<file path="config.mk">
export PLATFORM = sky130hd
export DESIGN_NAME = dwa_queue
export DESIGN_NICKNAME = d
export VERILOG_FILES = /design/src/rtl/dwa_pkg.sv /design/src/rtl/dwa_queue.sv
export SDC_FILE = /design/constraint.sdc
export NUM_CORES = 1
export LEC_CHECK = 0
export ABC_AREA = 1
export BUFFER_PORTS_ARGS = -buffer_cell sky130_fd_sc_hd__clkbuf_2
export CAP_MARGIN = 15
export CELL_PAD_IN_SITES_DETAIL_PLACEMENT = 1
export CELL_PAD_IN_SITES_GLOBAL_PLACEMENT = 1
export CORE_UTILIZATION = 44
export DETAILED_ROUTE_END_ITERATION = 6
export GPL_TIMING_DRIVEN = 0
export PLACE_DENSITY_LB_ADDON = 0.12
export SYNTH_ARGS = -nofsm -noshare
export SYNTH_HDL_FRONTEND = slang
export SYNTH_SLANG_ARGS = --single-unit
</file>
<file path="constraint.sdc">
create_clock -name clk -period 4.4 [get_ports clk]
set_input_delay 0.88 -clock clk [delete_from_list [all_inputs] [get_ports clk]]
set_output_delay 0.88 -clock clk [all_outputs]
set_load 0.005 [all_outputs]
</file>
<file path="src/rtl/dwa_pkg.sv">
// ----------------------------------------------------------------------------
// dwa_pkg
// Types and constants shared by the absorbance unit.
// ----------------------------------------------------------------------------
package dwa_pkg;

  localparam int AvgW  = 10;
  localparam int SumW  = 14;
  localparam int CntW  = 4;
  localparam int AbsW  = 16;
  localparam int LogFracBits = 28;
  // Significant bits of a detector reading
  localparam int ReadingBits = 10;

  // log10(2) scaled by 2^32
  localparam logic [30:0] Log10Two = 31'd1292913986;

  localparam logic [1:0] ST_OK        = 2'd0;
  localparam logic [1:0] ST_ZERO_AVG  = 2'd1;
  localparam logic [1:0] ST_ZERO_BLUE = 2'd2;

  // Tag order: blank blue, blank green, sample blue, sample green
  typedef struct packed {
    logic                  done;
    logic [AvgW-1:0]       avg;
    logic [AvgW-1:0]       pavg;
    logic                  anew;
    logic [3:0][AvgW-1:0]  avgs;
  } job_t;

  typedef struct packed {
    logic            group_done;
    logic [AvgW-1:0] average;
    logic [AvgW-1:0] prev_average;
    logic            abs_new;
    logic [AbsW-1:0] abs_blue;
    logic [AbsW-1:0] abs_green;
    logic [AbsW-1:0] abs_ratio;
    logic [AbsW-1:0] prev_abs_blue;
    logic [AbsW-1:0] prev_abs_green;
    logic [AbsW-1:0] prev_abs_ratio;
    logic [1:0]      status;
  } res_t;

  typedef struct packed {
    logic push;
    logic pop;
  } q_ctl_t;

endpackage

</file>
<file path="src/rtl/dwa_queue.sv">
// ----------------------------------------------------------------------------
// dwa_queue
// Two-entry queue of jobs between front and back.
// ----------------------------------------------------------------------------
module dwa_queue import dwa_pkg::*; (
  input  logic   clk,
  input  logic   rst,
  input  q_ctl_t ctl,
  input  job_t   wr_job,
  output job_t   rd_job,
  output logic   full,
  output logic   not_empty
);

  job_t       mem [2];
  logic       wr_ptr;
  logic       rd_ptr;
  logic [1:0] count;

  assign full      = (count == 2'd2);
  assign not_empty = (count != 2'd0);
  assign rd_job    = mem[rd_ptr];

  always_ff @(posedge clk) begin
    if (ctl.push) begin
      mem[wr_ptr] <= wr_job;
    end
  end

  always_ff @(posedge clk) begin
    if (rst) begin
      wr_ptr <= 1'b0;
      rd_ptr <= 1'b0;
      count  <= '0;
    end else begin
      if (ctl.push) wr_ptr <= !wr_ptr;
      if (ctl.pop)  rd_ptr <= !rd_ptr;
      case ({ctl.push, ctl.pop})
        2'b10:   count <= count + 2'd1;
        2'b01:   count <= count - 2'd1;
        default: count <= count;
      endcase
    end
  end

endmodule

</file>
==> summary.md, run 1 <==
| Metric | Value |
|---|---|
| Synth top cells by count | `edfxtp_1 (124), mux2_4 (60), nor2_1 (9)` |
| Sink Count | `129` |
| Most frequent cell after synthesis | `edfxtp_1` |
| Mux contribution to synthesized area | `0.1845` |
| Global-route usage over all layers | `0.1601` |
| Post-synth EDFFs | `124` |
| Global-route wire length before repair | `13160 um` |
| Input/output buffers | `129` |
| Largest net degree at the start of global routing | `64` |
| Outcome | `completed` |
| Synth area leaders | `edfxtp_1 (74%), mux2_4 (18%), buf_12 (2.4%)` |
| Synth Area per Inst | `22.14 sq um` |
| Endpoints failing setup | `0` |
| R2R Path End | `mem[1][35]` |
| Relative slew margins | `0.4438` |
| Initial antenna violation count | `0` |
| Sequential cell area | `0.003824 sq mm` |
| TritonCTS clock tree | `built` |
| Clk slew on worst S/H paths | `0.05 ns` |
| Asr flop ratio synth | `0` |
| Ports | `130` |
| Worst R2R Start | `wr_ptr` |
| Synth Instances | `226` |
| Final HPWL DP | `5775 um` |
| Main synth FF type | `edfxtp_1` |
| Worst skew pair latency | `0.41 ns` |
| Yosys Warn Count | `0` |
| Syn-to-layout area delta | `28.91%` |
| Finished Cell Area | `0.006450 sq mm` |
| CP arrival | `1.53 ns` |
| Mapped cell area | `0.005004 sq mm` |
| Post-cts gate resize count | `0` |
| Setup crit end kind | `output pin` |
| DRC viols | `0` |
| Nets | `443` |
| RSZ-0062 raised after global routing | `no` |
| Yosys top cell area share | `0.7442` |
| Grt total ovfl | `0` |
| Max Freq | `415.6 MHz` |
| Worst Max-Slew Pin Slew | `0.8343 ns` |
| Distinct cells, synth | `15` |
| Critical path required time | `3.52 ns` |
| N_diodes | `0` |
| Via-to-Cell Ratio | `4.713` |
| Routed wire length | `8765 um` |
| Final period utilization | `0.5469` |
| Die W | `108.6 um` |
| Max cap viols | `0` |
| Complex-gate fraction of the synthesized area | `0.002001` |
| Setup crit end | `rd_job[39]` |
| First-pass detailed-route iteration total | `4` |
| Final min period | `2.406 ns` |
| CTS Root Cell | `clkbuf_16` |
| Slew Limit Fails | `0` |
| Critical Path Source Type | `flip-flop` |
| ANT nets after route | `0` |
| Core Util, Final | `0.5873` |
| Die height | `108.6 um` |
| Hold Buf Count CTS | `0` |
| Fillers | `1032` |
| Die Area | `0.01180 sq mm` |
| Hold Crit Class | `flip-flop to flip-flop` |
| Post-CTS setup buffer count | `0` |
| Synth Area in Simple Gates | `0.01350` |
| Clock skew | `0.009821 ns` |
| Critical path fanouts, max | `10` |
| Gpl congestion | `0.6914` |
| Seq/Total Area, Yosys | `0.7642` |
| Overall power | `3.101 mW` |
| Iter 0 DRT Violations | `108` |
| Area of the multi-input gates | `0.001030 sq mm` |
| Adder-Cell Fraction of Synth Area | `0.002501` |
| H-Tree Depth | `4` |
| WHS | `0.5211 ns` |
| Reg2Reg Depth | `2` |
| Power Density | `480.8 mW/mm^2` |
| Final Hold Violating Endpoints | `0` |
| Pre-CTS worst setup slack | `2.172 ns` |
| Routed len/inst | `16.57 um` |
| FF+latch count, synth | `129` |
| Std-Cell Rows | `38` |
| Initial Util | `0.4556` |
| Vias | `2493` |
| Final Worst Setup Slack | `1.994 ns` |
| Longest Clk Path Bufs | `2` |
| Kind of critical path | `flip-flop to output pin` |
| Xor/xnor share of the synthesized area | `0.001750` |
| Mapped Nets | `293` |
| Share of post-route cells with drive strength above 1 | `0.5913` |
| Core area | `0.01098 sq mm` |
| DP Area | `0.005874 sq mm` |
| Max VDD drop | `0.2575 mV` |
| Vias in the first global route | `2620` |
| Largest family of logic cells by synthesized area | `multiplexers` |
| Cell accounting for the most synthesized area | `edfxtp_1` |
| R2R Setup Slk | `2.86 ns` |
| Static Leak | `2.634 nW` |
| TritonCTS buffer count | `17` |
## stage by stage
step           TNS [ns]  cells
5_1_grt               0    529
2_1_floorplan         0    226
3_3_place_gp     -87.59    495
3_5_place_dp          0    497
6_report              0    529
4_1_cts               0    529
## routing by layer
layer / wire [um] / part of all wire / GRT usage
met3: 545 / 0.062 / 0.07173
met4: 137 / 0.016 / 0.07819
met2: 4840 / 0.55 / 0.2807
met5: 0 / 0 / 0
met1: 3241 / 0.37 / 0.1606
## cell type report
type                       count  share of cell area
inverter                       7            0.004462
buffer                         7             0.02037
sequential                   129              0.5928
clock buffer                  23             0.07255
multi-input combinational     83              0.1597
timing repair buffer         131              0.1063
tap                          140             0.02716
clock inverter                 9             0.01668
## worst min-delay path by stage
stage	start	endpoint	slack, ns	cells after the start
after floorplan	count[1]	count[1]	0.48	2
after global placement	wr_ptr	wr_ptr	0.50	2
after detailed placement	count[1]	count[1]	0.51	2
after CTS	count[1]	count[1]	0.52	2
after global routing	count[1]	count[1]	0.54	2
final	count[1]	count[1]	0.52	2
## where the power goes
part,switching [mW],internal (mW)
clock,0.475,0.861
sequential,0.0182,1.42
combinational,0.139,0.185
## flip-flops by register name, indices dropped and copies added (netlist names), named ones only
register,count
wr_ptr,1
rd_ptr,1
count,2
mem,124
## placed cells by master, fill, tap and decap left out
master / count
a21oi_1: 1
buf_12: 8
buf_6: 1
bufinv_16: 2
clkbuf_1: 4
clkbuf_16: 17
clkbuf_2: 129
clkbuf_8: 2
clkinv_2: 3
clkinv_4: 2
clkinvlp_4: 2
dfxtp_1: 5
edfxtp_1: 124
ha_1: 1
inv_1: 6
inv_4: 1
mux2_2: 2
mux2_4: 60
nand2_1: 6
nand4_1: 1
nor2_1: 8
nor2_4: 1
nor3_1: 1
o21ai_0: 1
xnor2_1: 1
## worst max-delay path, stage by stage, from the launching register on
cell and delay (ns):
dfxtp_1 0.32, buf_6 0.20, buf_12 0.17, mux2_4 0.31, clkbuf_2 0.12
## kinds of logic (layout without fill, tap and decap cells)
kind of cell	count (synthesis)	in the layout
xor gates and xnor gates	1	1
AOI/OAI and AO/OA	2	2
DFF	129	129
and+or+nand+nor	17	17
buffers and inverters	14	177
adders and majority gates	1	1
muxes	62	62
Note: power is estimated with default switching activity, not from simulation.
==> inputs of run 2 (changes only) <==
--- a/config.mk
+++ b/config.mk
@@ -10,7 +10,7 @@
 export CAP_MARGIN = 15
 export CELL_PAD_IN_SITES_DETAIL_PLACEMENT = 1
 export CELL_PAD_IN_SITES_GLOBAL_PLACEMENT = 1
-export CORE_UTILIZATION = 44
+export CORE_UTILIZATION = 40
 export DETAILED_ROUTE_END_ITERATION = 6
 export GPL_TIMING_DRIVEN = 0
 export PLACE_DENSITY_LB_ADDON = 0.12
==> constraint.sdc (replaced) <==
create_clock -name clk -period 1.95 [get_ports clk]
set_input_delay 0.39 -clock clk [delete_from_list [all_inputs] [get_ports clk]]
set_output_delay 0.39 -clock clk [all_outputs]
set_load 0.005 [all_outputs]
==> summary.md, run 2 (synthesis gave the netlist of run 1 again) <==
| Metric | Value |
|---|---|
| Worst Max-Slew Pin Slew | `0.6483 ns (-0.1860 ns)` |
| Share of post-route cells with drive strength above 1 | `0.5792 (-0.01204)` |
| Syn-to-layout area delta | `28.18%` |
| TritonCTS buffer count | `17 (unchanged)` |
| Final min period | `1.881 ns` |
| Setup crit end kind | `output pin` |
| TritonCTS clock tree | `built` |
| Global-route usage over all layers | `0.1426 (-0.01746)` |
| Max Freq | `531.7 MHz` |
| Worst skew pair latency | `0.41 ns (about the same)` |
| Largest Register | `mem` |
| CP arrival | `1.49 ns (-0.04 ns)` |
| First-pass detailed-route iteration total | `4 (unchanged)` |
| Post-CTS setup buffer count | `0 (unchanged)` |
| Iter 0 DRT Violations | `131 (+21%)` |
| Routed len/inst | `15.40 um (-7.1%)` |
| Clock skew | `0.006694 ns (-0.003127 ns)` |
| Final HPWL DP | `5659 um (-2.0%)` |
| Global-route wire length before repair | `13010 um (-1.1%)` |
| Cell Chain, Critical Path | `buf_12 > buf_12 > mux2_4 > clkbuf_2` |
| Final std cells w/o fill | `553 (+4.5%)` |
| Most common cell after layout, fill and taps aside | `clkbuf_2` |
| Most frequent cells in the layout | `clkbuf_2 (129), edfxtp_1 (124), mux2_4 (60), clkbuf_16 (17), buf_12 (9)` |
| Static Leak | `2.593 nW (-1.6%)` |
| Outcome | `completed` |
| Clk slew on worst S/H paths | `0.05 ns (about the same)` |
| Setup TNS | `0 ns (unchanged)` |
| Critical path required time | `1.56 ns (-1.96 ns)` |
| Kind of critical path | `flip-flop to output pin` |
| Longest Clk Path Bufs | `2 (unchanged)` |
| Gpl congestion | `0.6593 (-4.6%)` |
| Hold Crit Class | `input pin to flip-flop` |
| Final period utilization | `0.9646` |
| Ports | `130 (unchanged)` |
| Via-to-Cell Ratio | `4.521 (-4.1%)` |
| Critical Path Source Type | `flip-flop` |
| Vias | `2500 (+0.28%)` |
| RSZ-0062 raised after global routing | `no` |
| Critical path fanouts, max | `10 (unchanged)` |
| Largest net degree at the start of global routing | `37 (-42%)` |
| Max cap viols | `0 (unchanged)` |
| Initial Util | `0.4131 (-0.04245)` |
| N_diodes | `0 (unchanged)` |
| Initial antenna violation count | `0 (unchanged)` |
| Grt total ovfl | `0 (unchanged)` |
| Routed wire length | `8515 um (-2.9%)` |
| Endpoints failing setup | `0 (unchanged)` |
| Input/output buffers | `129 (unchanged)` |
| Hold Buf Count CTS | `0 (unchanged)` |
| Max VDD drop | `0.5776 mV (+120%)` |
| Sink Count | `129 (unchanged)` |
| Nets | `444 (+0.23%)` |
| # placed instances | `526 (+5.8%)` |
| Pre-CTS worst setup slack | `0.04016 ns (-2.132 ns)` |
| Crit path max-delay cell type | `dfxtp_2` |
| Biggest registers after layout | `mem: 124 flops, count: 2 flops` |
| Top Family by Delay on Critical Path | `buffers and inverters` |
| CTS Root Cell | `clkbuf_16` |
| ANT nets after route | `0 (unchanged)` |
| Std-Cell Rows | `40 (+5.3%)` |
| Relative slew margins | `0.5669 (+0.1231)` |
| DRC viols | `0 (unchanged)` |
| Final Hold Violating Endpoints | `0 (unchanged)` |
| Largest stage delay, worst path | `0.33 ns (about the same)` |
| Overall power | `6.542 mW (+110%)` |
| CP dominant cell by count | `buf_12` |
| Slew Limit Fails | `0 (unchanged)` |
| Critical path buffers and inverters | `3 (unchanged)` |
| Vias in the first global route | `2649 (+1.1%)` |
| Die Area | `0.01296 sq mm (+9.8%)` |
| Core area | `0.01211 sq mm (+10%)` |
| Fillers | `1170 (+13%)` |
| Power Density | `1020 mW/mm^2 (+110%)` |
| H-Tree Depth | `4 (unchanged)` |
| Die W | `113.8 um (+4.8%)` |
| Post-cts gate resize count | `3 (+3)` |
| WHS | `0.1677 ns (-0.3534 ns)` |
| Largest register FFs | `124 (unchanged)` |
| Die height | `113.8 um (+4.8%)` |
| Final Worst Setup Slack | `0.06911 ns (-1.925 ns)` |
run 2: cell count changes in the layout (fill, tap and decap cells not counted):
cell        before  now
buf_6            1    0
buf_16           0    1
clkinv_2         3    2
dfxtp_1          5    4
clkinv_4         2    0
inv_4            1    0
dfxtp_2          0    1
clkbuf_8         2    0
clkbuf_1         4    7
bufinv_16        2    0
buf_12           8    9
clkinvlp_4       2    1
clkinv_1         0    1
run 2: cell type report:
type	instances	area, sq um	share of cell area
flip-flops and latches	129	3825	0.5964
multi-input cells	83	1030	0.1606
repair buffers	132	713.2	0.1112
clock buffers	24	451.7	0.07043
well taps	168	210.2	0.03277
plain buffers	7	140.1	0.02185
inverters	7	30.03	0.004682
clock inverters	3	13.76	0.002146
run 2: layer usage:
metal  GRT usage  wire (um)
met2      0.2472       4620
met1      0.1462       3245
met3     0.06111        508
met4     0.07532        140
met5           0          0
run 2: path summary, 6_finish.rpt:
path / from / to / slack [ns] / cells past startpoint
worst max-delay path: flip-flop / rd_job[24] / 0.07 / 4
worst min-delay path: wr_job[36] / mem[0][36] / 0.17 / 1
worst max register to register: wr_ptr / mem[1][61] / 0.24 / 3
worst min register to register: count[1] / count[1] / 0.52 / 2
run 2: worst reg2reg max path: stages (launching register included):
cell and delay (ns):
dfxtp_1 0.34, nand2_1 0.11, clkinvlp_4 0.54, buf_12 0.42
run 2: power breakdown:
group	switching (mW)	internal, mW	total (mW)
registers	0.0401	3.21	3.25
clock network	0.980	1.57	2.55
logic	0.312	0.428	0.740
total	1.33	5.21	6.54
run 2: metrics by stage:
step | util | cell area, sq um
4_1_cts | 0.5295 | 6414
3_3_place_gp | 0.4847 | 5871
3_5_place_dp | 0.4903 | 5938
5_1_grt | 0.5295 | 6414
6_report | 0.5295 | 6414
2_1_floorplan | - | 5015
